**config.mk**
```make
export PLATFORM = sky130hd
export DESIGN_NAME = reload_down_counter_timer
export DESIGN_NICKNAME = d
export VERILOG_FILES = /design/src/hw/rtl/rdct_pkg.sv /design/src/hw/rtl/rdct_core.sv /design/src/hw/rtl/reload_down_counter_timer.sv
export VERILOG_INCLUDE_DIRS = /design/src /design/src/hw/rtl
export SDC_FILE = /design/constraint.sdc
export NUM_CORES = 1
export LEC_CHECK = 0
export ABC_AREA = 1
export BUFFER_PORTS_ARGS = -buffer_cell sky130_fd_sc_hd__buf_4
export CAP_MARGIN = 25
export CORE_MARGIN = 2
export CORE_UTILIZATION = 42
export DETAILED_ROUTE_END_ITERATION = 16
export PLACE_DENSITY = 0.63
export SETUP_SLACK_MARGIN = 0.4
export SLEW_MARGIN = 20
export SYNTH_ARGS = -nofsm -noshare
export SYNTH_HDL_FRONTEND = slang
export SYNTH_SLANG_ARGS = --single-unit
```
**constraint.sdc**
```tcl
create_clock -name clk -period 2.6 [get_ports clk]
set_clock_uncertainty 0.2 [all_clocks]
set_input_delay 0.26 -clock clk [delete_from_list [all_inputs] [get_ports clk]]
set_output_delay 0.26 -clock clk [all_outputs]
set_load 0.1 [all_outputs]
```
**src/hw/rtl/reload_down_counter_timer_assert.svh**
```systemverilog
// ----------------------------------------------------------------------------
// Reload down-counter timer assertion macros
// Concurrent assertion helpers clocked on clk, reset by rst_n.
// ----------------------------------------------------------------------------
`ifndef RELOAD_DOWN_COUNTER_TIMER_ASSERT_SVH
`define RELOAD_DOWN_COUNTER_TIMER_ASSERT_SVH

// Checked only outside reset.
`define RDCT_ASSERT(label, prop, msg) \
    label: assert property (@(posedge clk) disable iff (!rst_n) prop) else $error(msg);

// Checked in every cycle, reset included.
`define RDCT_ASSERT_ALWAYS(label, prop, msg) \
    label: assert property (@(posedge clk) prop) else $error(msg);

`endif

```
**src/hw/rtl/rdct_pkg.sv**
```systemverilog
// ----------------------------------------------------------------------------
// rdct_pkg
// Types, constants and helpers shared by the reload down-counter timer.
// ----------------------------------------------------------------------------
package rdct_pkg;

    localparam int COUNT_WIDTH = 24;
    localparam int FIELD_WIDTH = 24;
    localparam int WIDE_WIDTH  = (COUNT_WIDTH > FIELD_WIDTH) ? COUNT_WIDTH : FIELD_WIDTH;

    localparam logic [1:0] REQ_TICK  = 2'd0;
    localparam logic [1:0] REQ_WRITE = 2'd1;
    localparam logic [1:0] REQ_READ  = 2'd2;

    localparam logic [1:0] REG_CTRL    = 2'd0;
    localparam logic [1:0] REG_RELOAD  = 2'd1;
    localparam logic [1:0] REG_CURRENT = 2'd2;
    localparam logic [1:0] REG_ELAPSED = 2'd3;

    localparam int CTRL_EN_BIT   = 0;
    localparam int CTRL_IE_BIT   = 1;
    localparam int CTRL_CLK_BIT  = 2;
    localparam int CTRL_OS_BIT   = 3;
    localparam int CTRL_FLAG_BIT = 16;

    typedef logic [COUNT_WIDTH-1:0] count_t;
    typedef logic [FIELD_WIDTH-1:0] field_t;

    typedef struct packed {
        logic [1:0] req_type;
        logic [1:0] reg_index;
        field_t     write_data;
    } req_t;

    typedef struct packed {
        field_t read_data;
        logic   irq_pulse;
    } rsp_t;

    function automatic field_t count_to_field(input count_t v);
        logic [WIDE_WIDTH-1:0] tmp;
        tmp = '0;
        tmp[COUNT_WIDTH-1:0] = v;
        return tmp[FIELD_WIDTH-1:0];
    endfunction

    function automatic count_t field_to_count(input field_t v);
        logic [WIDE_WIDTH-1:0] tmp;
        tmp = '0;
        tmp[FIELD_WIDTH-1:0] = v;
        return tmp[COUNT_WIDTH-1:0];
    endfunction

endpackage

```
**src/hw/rtl/rdct_core.sv**
```systemverilog
// ----------------------------------------------------------------------------
// rdct_core
// Timer state and the request logic: tick, write, read.
// ----------------------------------------------------------------------------
module rdct_core
(
    input  logic          clk,
    input  logic          rst_n,
    input  logic          step,
    input  rdct_pkg::req_t req,
    output rdct_pkg::rsp_t rsp
);

    import rdct_pkg::*;

    count_t count_reg, count_next;
    count_t reload_reg, reload_next;
    logic   en_reg, en_next;
    logic   ie_reg, ie_next;
    logic   clk_sel_reg, clk_sel_next;
    logic   os_reg, os_next;
    logic   flag_reg, flag_next;

    count_t count_dec;
    count_t elapsed;
    field_t ctrl_read;

    assign count_dec = count_reg - count_t'(1);
    assign elapsed   = reload_reg - count_reg;

    always_comb
    begin
        ctrl_read                = '0;
        ctrl_read[CTRL_EN_BIT]   = en_reg;
        ctrl_read[CTRL_IE_BIT]   = ie_reg;
        ctrl_read[CTRL_CLK_BIT]  = clk_sel_reg;
        ctrl_read[CTRL_OS_BIT]   = os_reg;
        ctrl_read[CTRL_FLAG_BIT] = flag_reg;
    end

    always_comb
    begin
        count_next    = count_reg;
        reload_next   = reload_reg;
        en_next       = en_reg;
        ie_next       = ie_reg;
        clk_sel_next  = clk_sel_reg;
        os_next       = os_reg;
        flag_next     = flag_reg;
        rsp.read_data = '0;
        rsp.irq_pulse = 1'b0;
        case (req.req_type)
            REQ_TICK:
            begin
                if (en_reg)
                begin
                    if (count_reg == '0)
                    begin
                        count_next = reload_reg;
                    end
                    else
                    begin
                        count_next = count_dec;
                        if (count_dec == '0)
                        begin
                            flag_next     = 1'b1;
                            rsp.irq_pulse = ie_reg;
                            if (os_reg)
                            begin
                                en_next     = 1'b0;
                                ie_next     = 1'b0;
                                reload_next = '0;
                            end
                        end
                    end
                end
            end
            REQ_WRITE:
            begin
                case (req.reg_index)
                    REG_CTRL:
                    begin
                        en_next      = req.write_data[CTRL_EN_BIT];
                        ie_next      = req.write_data[CTRL_IE_BIT];
                        clk_sel_next = req.write_data[CTRL_CLK_BIT];
                        os_next      = req.write_data[CTRL_OS_BIT];
                    end
                    REG_RELOAD:
                    begin
                        reload_next = field_to_count(req.write_data);
                    end
                    REG_CURRENT:
                    begin
                        count_next = '0;
                        flag_next  = 1'b0;
                    end
                    default:
                    begin
                    end
                endcase
            end
            REQ_READ:
            begin
                case (req.reg_index)
                    REG_CTRL:
                    begin
                        rsp.read_data = ctrl_read;
                        flag_next     = 1'b0;
                    end
                    REG_RELOAD:  rsp.read_data = count_to_field(reload_reg);
                    REG_CURRENT: rsp.read_data = count_to_field(count_reg);
                    default:     rsp.read_data = count_to_field(elapsed);
                endcase
            end
            default:
            begin
            end
        endcase
    end

    always_ff @(posedge clk or negedge rst_n)
    begin
        if (!rst_n)
        begin
            count_reg   <= '0;
            reload_reg  <= '0;
            en_reg      <= 1'b0;
            ie_reg      <= 1'b0;
            clk_sel_reg <= 1'b0;
            os_reg      <= 1'b0;
            flag_reg    <= 1'b0;
        end
        else if (step)
        begin
            count_reg   <= count_next;
            reload_reg  <= reload_next;
            en_reg      <= en_next;
            ie_reg      <= ie_next;
            clk_sel_reg <= clk_sel_next;
            os_reg      <= os_next;
            flag_reg    <= flag_next;
        end
    end

endmodule

```
**src/hw/rtl/reload_down_counter_timer.sv**
```systemverilog
// ----------------------------------------------------------------------------
// reload_down_counter_timer
// Reload down-counter timer with control, reload, current and elapsed
// registers, driven by a stream of tick, write and read requests.
// ----------------------------------------------------------------------------
// Usage:
//   Input stream s_axis: tuser carries req_type and reg_index, tdata carries
//   write_data. Every request yields exactly one result on m_axis: tdata is
//   read_data (zero unless a read), tuser is irq_pulse.
//   Path: an accepted request is held in the input register, then processed
//   against the timer state into the output register, which drives m_axis.
//   Throughput: one request per cycle unless m_axis stalls; the decrement,
//   reload compare and register mux are combinational logic.
//   Stall: while m_axis_tready is low the result holds; one more request
//   waits in the input register, then s_axis_tready drops. No request is
//   lost or repeated.
//   Reset: rst_n clears all timer state and both stages; the first request
//   can be accepted in the cycle after rst_n rises.
// ----------------------------------------------------------------------------
`include "reload_down_counter_timer_assert.svh"

module reload_down_counter_timer
(
    input  logic        clk,
    input  logic        rst_n,
    input  logic        s_axis_tvalid,
    output logic        s_axis_tready,
    input  logic [23:0] s_axis_tdata,   // [23:0] write_data
    input  logic [3:0]  s_axis_tuser,   // [1:0] req_type, [3:2] reg_index
    output logic        m_axis_tvalid,
    input  logic        m_axis_tready,
    output logic [23:0] m_axis_tdata,   // [23:0] read_data
    output logic [0:0]  m_axis_tuser    // [0] irq_pulse
);

    import rdct_pkg::*;

    logic in_valid_reg, in_valid_next;
    req_t in_req_reg;
    logic out_valid_reg, out_valid_next;
    rsp_t out_rsp_reg;
    rsp_t core_rsp;
    logic advance;
    logic accept;

    assign advance       = in_valid_reg && (!out_valid_reg || m_axis_tready);
    assign s_axis_tready = !in_valid_reg || advance;
    assign accept        = s_axis_tvalid && s_axis_tready;

    assign in_valid_next  = accept || (in_valid_reg && !advance);
    assign out_valid_next = advance || (out_valid_reg && !m_axis_tready);

    rdct_core u_core
    (
        .clk   (clk),
        .rst_n (rst_n),
        .step  (advance),
        .req   (in_req_reg),
        .rsp   (core_rsp)
    );

    always_ff @(posedge clk or negedge rst_n)
    begin
        if (!rst_n)
        begin
            in_valid_reg  <= 1'b0;
            out_valid_reg <= 1'b0;
        end
        else
        begin
            in_valid_reg  <= in_valid_next;
            out_valid_reg <= out_valid_next;
        end
    end

    always_ff @(posedge clk)
    begin
        if (accept)
        begin
            in_req_reg.req_type   <= s_axis_tuser[1:0];
            in_req_reg.reg_index  <= s_axis_tuser[3:2];
            in_req_reg.write_data <= s_axis_tdata;
        end
        if (advance)
        begin
            out_rsp_reg <= core_rsp;
        end
    end

    assign m_axis_tvalid   = out_valid_reg;
    assign m_axis_tdata    = out_rsp_reg.read_data;
    assign m_axis_tuser[0] = out_rsp_reg.irq_pulse;

    `RDCT_ASSERT(a_irq_no_data, (m_axis_tvalid && m_axis_tuser[0]) |-> (m_axis_tdata == '0), "irq with read data")
    `RDCT_ASSERT(a_stall_holds_in, (in_valid_reg && !advance) |=> in_valid_reg, "pending request dropped")
    `RDCT_ASSERT(a_ready_low_full, !s_axis_tready |-> (in_valid_reg && out_valid_reg), "ready low with room")
    `RDCT_ASSERT_ALWAYS(a_reset_empty, !rst_n |=> (!m_axis_tvalid && s_axis_tready), "stages not empty")

endmodule

```
==> impl_metrics.json, run 1 <==
{
  "status": "finished, violations left",
  "violations": "negative hold slack",
  "clk_latency_ps": 370,
  "dpl_cell_area_sq_um": 8520,
  "core_sq_um": 16600,
  "nNetsFinal": 1262,
  "num_rows": 47,
  "peakVddDrop_v": 0.000597,
  "diodes": 0,
  "fill_cells": 1326,
  "synth_warnings": 0,
  "yosysTopAreaCellShare": 0.221,
  "ff2ff_setup_slack_ps": 60,
  "avgSynthCellArea_sq_um": 7.50,
  "regArea_sq_um": 2990,
  "final_cell_count_no_fill": 1424,
  "crit_fanout": 6,
  "final-max-slew-violation-count": 0,
  "postSynthCellCount": 960,
  "dr.pass1.iters": 6,
  "setup_viol": 0,
  "final_area_sq_um": 11300,
  "drive_gt1_frac": 0.446,
  "async_flop_share": 0.509,
  "clk_pin_slew_ps": 90,
  "drc": 0,
  "powerDensity_nw_per_um2": 1200,
  "clockBufferDepth": 2,
  "vias": 8071,
  "synth_seq_cells": 108,
  "synth_flop_cell": "dfrtp_1",
  "ys_seq_area_frac": 0.412,
  "layout_common_cells": "211 x nand2_1, 183 x buf_4, 83 x inv_1, 53 x edfxtp_1, 47 x nor2_1",
  "path_class": "reg2reg",
  "via_per_inst": 5.67,
  "synth_nets": 1023,
  "cp-start-kind": "register",
  "wl_per_cell_microns": 20.1,
  "hp-class": "in2reg",
  "fp.dieH_microns": 135,
  "die_w_microns": 135,
  "cts_made_buffers": 9,
  "dp.cells": 1290,
  "synth-compound-area-share": 0.130,
  "ioPinCount": 59,
  "max_slew_margin": 0.419,
  "fmax_ghz": 0.394,
  "dieArea_sq_um": 18200,
  "wl_microns": 28600,
  "synth_mux_area_frac": 0.00313,
  "syn_area_sq_um": 7200,
  "end_kind": "register",
  "ctsHtreeMaxLevel": 3,
  "timing.final.crit_share": 0.976,
  "cts_tree": "built",
  "grt_pass1_wl_microns": 41300,
  "synth_top_family_by_area": "simple AND/OR/NAND/NOR gates",
  "yosysTopAreaCell": "edfxtp_1",
  "ant_nets": 0,
  "maxCapViolations": 0,
  "layout_commonest_cell": "nand2_1",
  "io_buffer_count": 58,
  "synth_edf_count": 53,
  "synthAdderAreaFrac": 0.0549,
  "arrival_ps": 2640,
  "gp_congestion": 0.984,
  "worst_hold_slack_ps": -0.705,
  "multi_input_comb_area_sq_um": 5050,
  "area_growth_pct": 56.6,
  "tightest_slew_ps": 870,
  "dp_hpwl_microns": 19000,
  "rsz0062_at_grt": "yes",
  "synth_area_leaders": "edfxtp_1 22%, dfrtp_1 19%, nand2_1 13%",
  "synth_xor_area_frac": 0.00365,
  "cts.sinks": 108,
  "clockRootBuffer": "clkbuf_16",
  "power_leakage_nw": 5.00,
  "drt-initial-drc-count": 732,
  "finalWorstPathRequiredPeriod_ps": 2540,
  "start_util": 0.433,
  "hold_violations": 1,
  "largest_reg_flops": 28,
  "grt_antenna_before_repair": 2,
  "yosysUniqueCellTypes": 41,
  "grt-ovfl-total": 0,
  "grt_start_max_net_pins": 56,
  "critPathRequiredTime_ps": 2700,
  "grt_pass1_vias": 7612,
  "gr-usage-all-layers": 0.300,
  "post_synth_and_or_nand_nor_area_fraction": 0.312
}
through the flow:
| step | setup TNS [ps] | setup slack, ps | power, mW | hold WS, ps | util |
|---|---|---|---|---|---|
| after CTS | 0 | 135 | 11.4 | 6.14 | 0.610 |
| final | 0 | 61.4 | 13.5 | -0.705 | 0.677 |
| after global routing | -258 | -27.9 | 14.2 | 21.7 | 0.677 |
| after global placement | -1940 | -175 | 8.52 | 181 | 0.512 |
| after detailed placement | -2770 | -158 | 8.50 | 172 | 0.512 |
| after floorplan | 0 | 345 | 6.42 | -236 | - |
worst paths after layout:
| path | from | endpoint | depth (start not counted) |
|---|---|---|---|
| max in group asynchronous | rst_n | u_core.count_reg[6] | 2 |
| hold / removal | m_axis_tready | in_valid_reg | 4 |
| setup reg to reg | u_core.count_reg[10] | u_core.reload_reg[15] | 15 |
| min in group asynchronous | rst_n | in_valid_reg | 2 |
| setup / recovery | u_core.count_reg[10] | u_core.reload_reg[15] | 15 |
| hold reg to reg | u_core.reload_reg[0] | u_core.reload_reg[0] | 2 |
layout make-up:
type / instances / share of cell area
clock inverters: 7 / 0.00633
repair inverters: 1 / 0.000666
flip-flops and latches: 108 / 0.265
repair buffers: 249 / 0.190
multi-input cells: 705 / 0.448
inverters: 125 / 0.0456
well taps: 220 / 0.0244
clock buffers: 9 / 0.0200
power breakdown:
group	internal [mW]	switching, mW
clock	0.675	0.721
sequential	2.15	0.428
combinational	3.87	5.64
total	6.70	6.79
kinds of logic after synthesis:
| group | after synthesis |
|---|---|
| buffers and inverters | 151 |
| adder cells (fa/ha/maj) | 31 |
| AO/OA/AOI/OAI | 171 |
| flip-flops | 108 |
| multiplexers | 2 |
| XOR/XNOR | 3 |
| AND/OR/NAND/NOR | 494 |
synth_stat cells (4+ instances only):
| library cell | count |
|---|---|
| nor2_1 | 88 |
| nor3_1 | 10 |
| nand3_1 | 54 |
| a31oi_1 | 15 |
| nand2_2 | 6 |
| nand4_1 | 43 |
| buf_2 | 4 |
| clkbuf_1 | 15 |
| dfrtp_1 | 55 |
| o21ai_0 | 63 |
| nand2_1 | 247 |
| ha_1 | 30 |
| nand3b_1 | 4 |
| o21bai_1 | 7 |
| inv_1 | 123 |
| nor2_2 | 13 |
| o22ai_1 | 21 |
| edfxtp_1 | 53 |
| nor4_1 | 8 |
| nor2_4 | 8 |
| or2_2 | 7 |
| a21oi_1 | 58 |
worst max-delay path, cell delays in order, from the launching register on:
cell	delay [ps]
dfrtp_2	480
nor2_2	150
nand2_2	100
nor2_2	140
buf_4	160
nand2_1	50
nand2_1	70
nand2_2	70
nor2_1	130
nand3_2	130
nor2_4	150
nand2_4	100
nand2_4	150
buf_6	140
nand4_1	110
nand2_1	120
repair_timing:
action                                 4_1_cts  5_1_grt
pin swaps                                   51       87
gates resized for setup                    155      242
hold buffers                                30        0
endpoints found under the hold margin       84        0
cloned                                       7        3
setup endpoints to repair                   67       73
buffers inserted                            43       35
routing by layer:
layer	part of all wire	GRT usage	wire, microns	up-vias
met1	0.40	0.384	11300	3805
met5	0.00045	0	13	-
li1	-	-	-	3732
met2	0.47	0.492	13500	421
met3	0.087	0.0638	2470	111
met4	0.047	0.130	1330	2
Power figures use the tool's default switching activity.
==> run 2, diff against run 1 <==
--- a/config.mk
+++ b/config.mk
@@ -9,10 +9,12 @@
 export ABC_AREA = 1
 export BUFFER_PORTS_ARGS = -buffer_cell sky130_fd_sc_hd__buf_4
 export CAP_MARGIN = 25
+export CELL_PAD_IN_SITES_DETAIL_PLACEMENT = 1
+export CELL_PAD_IN_SITES_GLOBAL_PLACEMENT = 2
 export CORE_MARGIN = 2
-export CORE_UTILIZATION = 42
+export CORE_UTILIZATION = 32
 export DETAILED_ROUTE_END_ITERATION = 16
-export PLACE_DENSITY = 0.63
+export PLACE_DENSITY = 0.78
 export SETUP_SLACK_MARGIN = 0.4
 export SLEW_MARGIN = 20
 export SYNTH_ARGS = -nofsm -noshare
==> impl_metrics.json, run 2 (synthesis gave the netlist of run 1 again) <==
{
  "cp_slowest_cell": "dfrtp_2",
  "grt_start_max_net_pins": 56,
  "nNetsFinal": 1282,
  "dieArea_sq_um": 23700,
  "drc": 0,
  "finalWorstPathRequiredPeriod_ps": 2750,
  "diodes": 0,
  "dr.pass1.iters": 5,
  "num_rows": 54,
  "cts_made_buffers": 9,
  "reg2reg_from": "u_core.count_reg[2]",
  "crit_fanout": 8,
  "dp.cells": 1376,
  "power_leakage_nw": 5.18,
  "core_sq_um": 22000,
  "clk_latency_ps": 370,
  "drt-initial-drc-count": 529,
  "arrival_ps": 2810,
  "cts.sinks": 108,
  "end_kind": "register",
  "crit_buf_inv": 2,
  "multi_input_comb_area_sq_um": 5080,
  "hold_violations": 0,
  "cp-start-kind": "register",
  "status": "finished, violations left",
  "max_slew_margin": 0.476,
  "vias": 8172,
  "critPathRequiredTime_ps": 2660,
  "ant_nets": 0,
  "timing.final.crit_share": 1.06,
  "clockBufferDepth": 2,
  "ioPinCount": 59,
  "grt_antenna_before_repair": 0,
  "path_cells": "buf_6, nor2_4, buf_4, nand2_1, nor2_2, nand2_1, nand2_1, nand2_1, nor2_2, nand3_2, nor2_4, nand2_2, nand2_8, nand3_4, nand2_1, nand2_1",
  "fmax_ghz": 0.364,
  "clk_pin_slew_ps": 80,
  "dpl_cell_area_sq_um": 8790,
  "powerDensity_nw_per_um2": 1220,
  "io_buffer_count": 58,
  "worst_hold_slack_ps": 22.3,
  "gr-usage-all-layers": 0.258,
  "dp_hpwl_microns": 21900,
  "hold_end": "m_axis_tvalid",
  "layout_common_cells": "193 x buf_4, 185 x nand2_1, 95 x inv_1, 55 x nand2_2, 54 x nor2_1",
  "tightest_slew_ps": 786,
  "final-max-slew-violation-count": 0,
  "holdPathStages": 4,
  "regArea_sq_um": 2990,
  "setup_viol": 26,
  "reg2reg_depth": 16,
  "ctsHtreeMaxLevel": 3,
  "wl_microns": 33000,
  "largest_reg_flops": 28,
  "setup_slack_ps": -150,
  "layout_commonest_cell": "buf_4",
  "fill_cells": 2546,
  "hp-class": "in2reg",
  "fp.dieH_microns": 154,
  "via_per_inst": 5.43,
  "grt_pass1_wl_microns": 46700,
  "drive_gt1_frac": 0.466,
  "grt-ovfl-total": 0,
  "die_w_microns": 154,
  "maxCapViolations": 0,
  "path_class": "reg2reg",
  "grt_pass1_vias": 8314,
  "rsz0062_at_grt": "yes",
  "start_util": 0.328,
  "final_area_sq_um": 11600,
  "crit_path_frequent_cell": "nand2_1",
  "final_cell_count_no_fill": 1504,
  "hp-start": "m_axis_tready",
  "dp_slack_ps": -208,
  "ff2ff_setup_slack_ps": -150,
  "area_growth_pct": 61.7,
  "total_power_mw": 14.2,
  "gp_congestion": 0.934,
  "violations": "negative setup slack",
  "peakVddDrop_v": 0.000418,
  "wl_per_cell_microns": 21.9,
  "cts_tree": "built",
  "cpLargestDelayFamily": "simple AND/OR/NAND/NOR gates",
  "timing.rr.end": "u_core.reload_reg[7]",
  "critical-path-max-stage-delay_ps": 470,
  "clockRootBuffer": "clkbuf_16"
}
==> run 2: repair_timing <==
| action | 4_1_cts | 5_1_grt |
|---|---|---|
| cloned | 3 | 8 |
| gates resized for setup | 203 | 234 |
| endpoints found under the hold margin | 84 | 0 |
| pin swaps | 52 | 82 |
| endpoints found under the setup margin | 69 | 73 |
| hold buffers | 31 | 0 |
| buffers inserted | 36 | 34 |
==> run 2: tightest hold or removal path: stages <==
cell and delay (ps):
buf_4 80, inv_1 80, nand2_4 90, nand2_1 50
==> run 2: per-stage QoR <==
stage,setup TNS [ps],utilization
after floorplan,0,-
after detailed placement,-5550,0.401
after global routing,-5790,0.530
after global placement,-4750,0.401
after CTS,-150,0.471
final,-2920,0.530
==> run 2: power by group <==
group / switching, mW / internal (mW) / leakage [nW]
clock: 0.760 / 0.683 / 0.143
combinational: 5.93 / 4.21 / 3.82
sequential: 0.436 / 2.15 / 1.22
total: 7.12 / 7.04 / 5.18
==> run 2: how the worst max path moves through the flow <==
stage,from,end,depth (start not counted)
2_1_floorplan,u_core.count_reg[1],u_core.reload_reg[7],16
3_3_place_gp,u_core.count_reg[2],m_axis_tdata[7],8
3_5_place_dp,u_core.count_reg[0],u_core.reload_reg[7],15
4_1_cts,u_core.count_reg[2],u_core.reload_reg[20],15
5_1_grt,u_core.count_reg[2],u_core.reload_reg[13],17
6_report,u_core.count_reg[2],u_core.reload_reg[7],16
==> run 2: final cells by class <==
class,count,share of cell area
sequential,108,0.257
clock inverter,6,0.00516
timing repair buffer,271,0.207
inverter,125,0.0450
clock buffer,10,0.0197
multi-input combinational,704,0.437
tap,280,0.0301
==> run 2: metal layers <==
layer	track usage	part of all wire
met1	0.329	0.43
met5	0	0
met3	0.0505	0.053
met4	0.100	0.043
met2	0.431	0.48
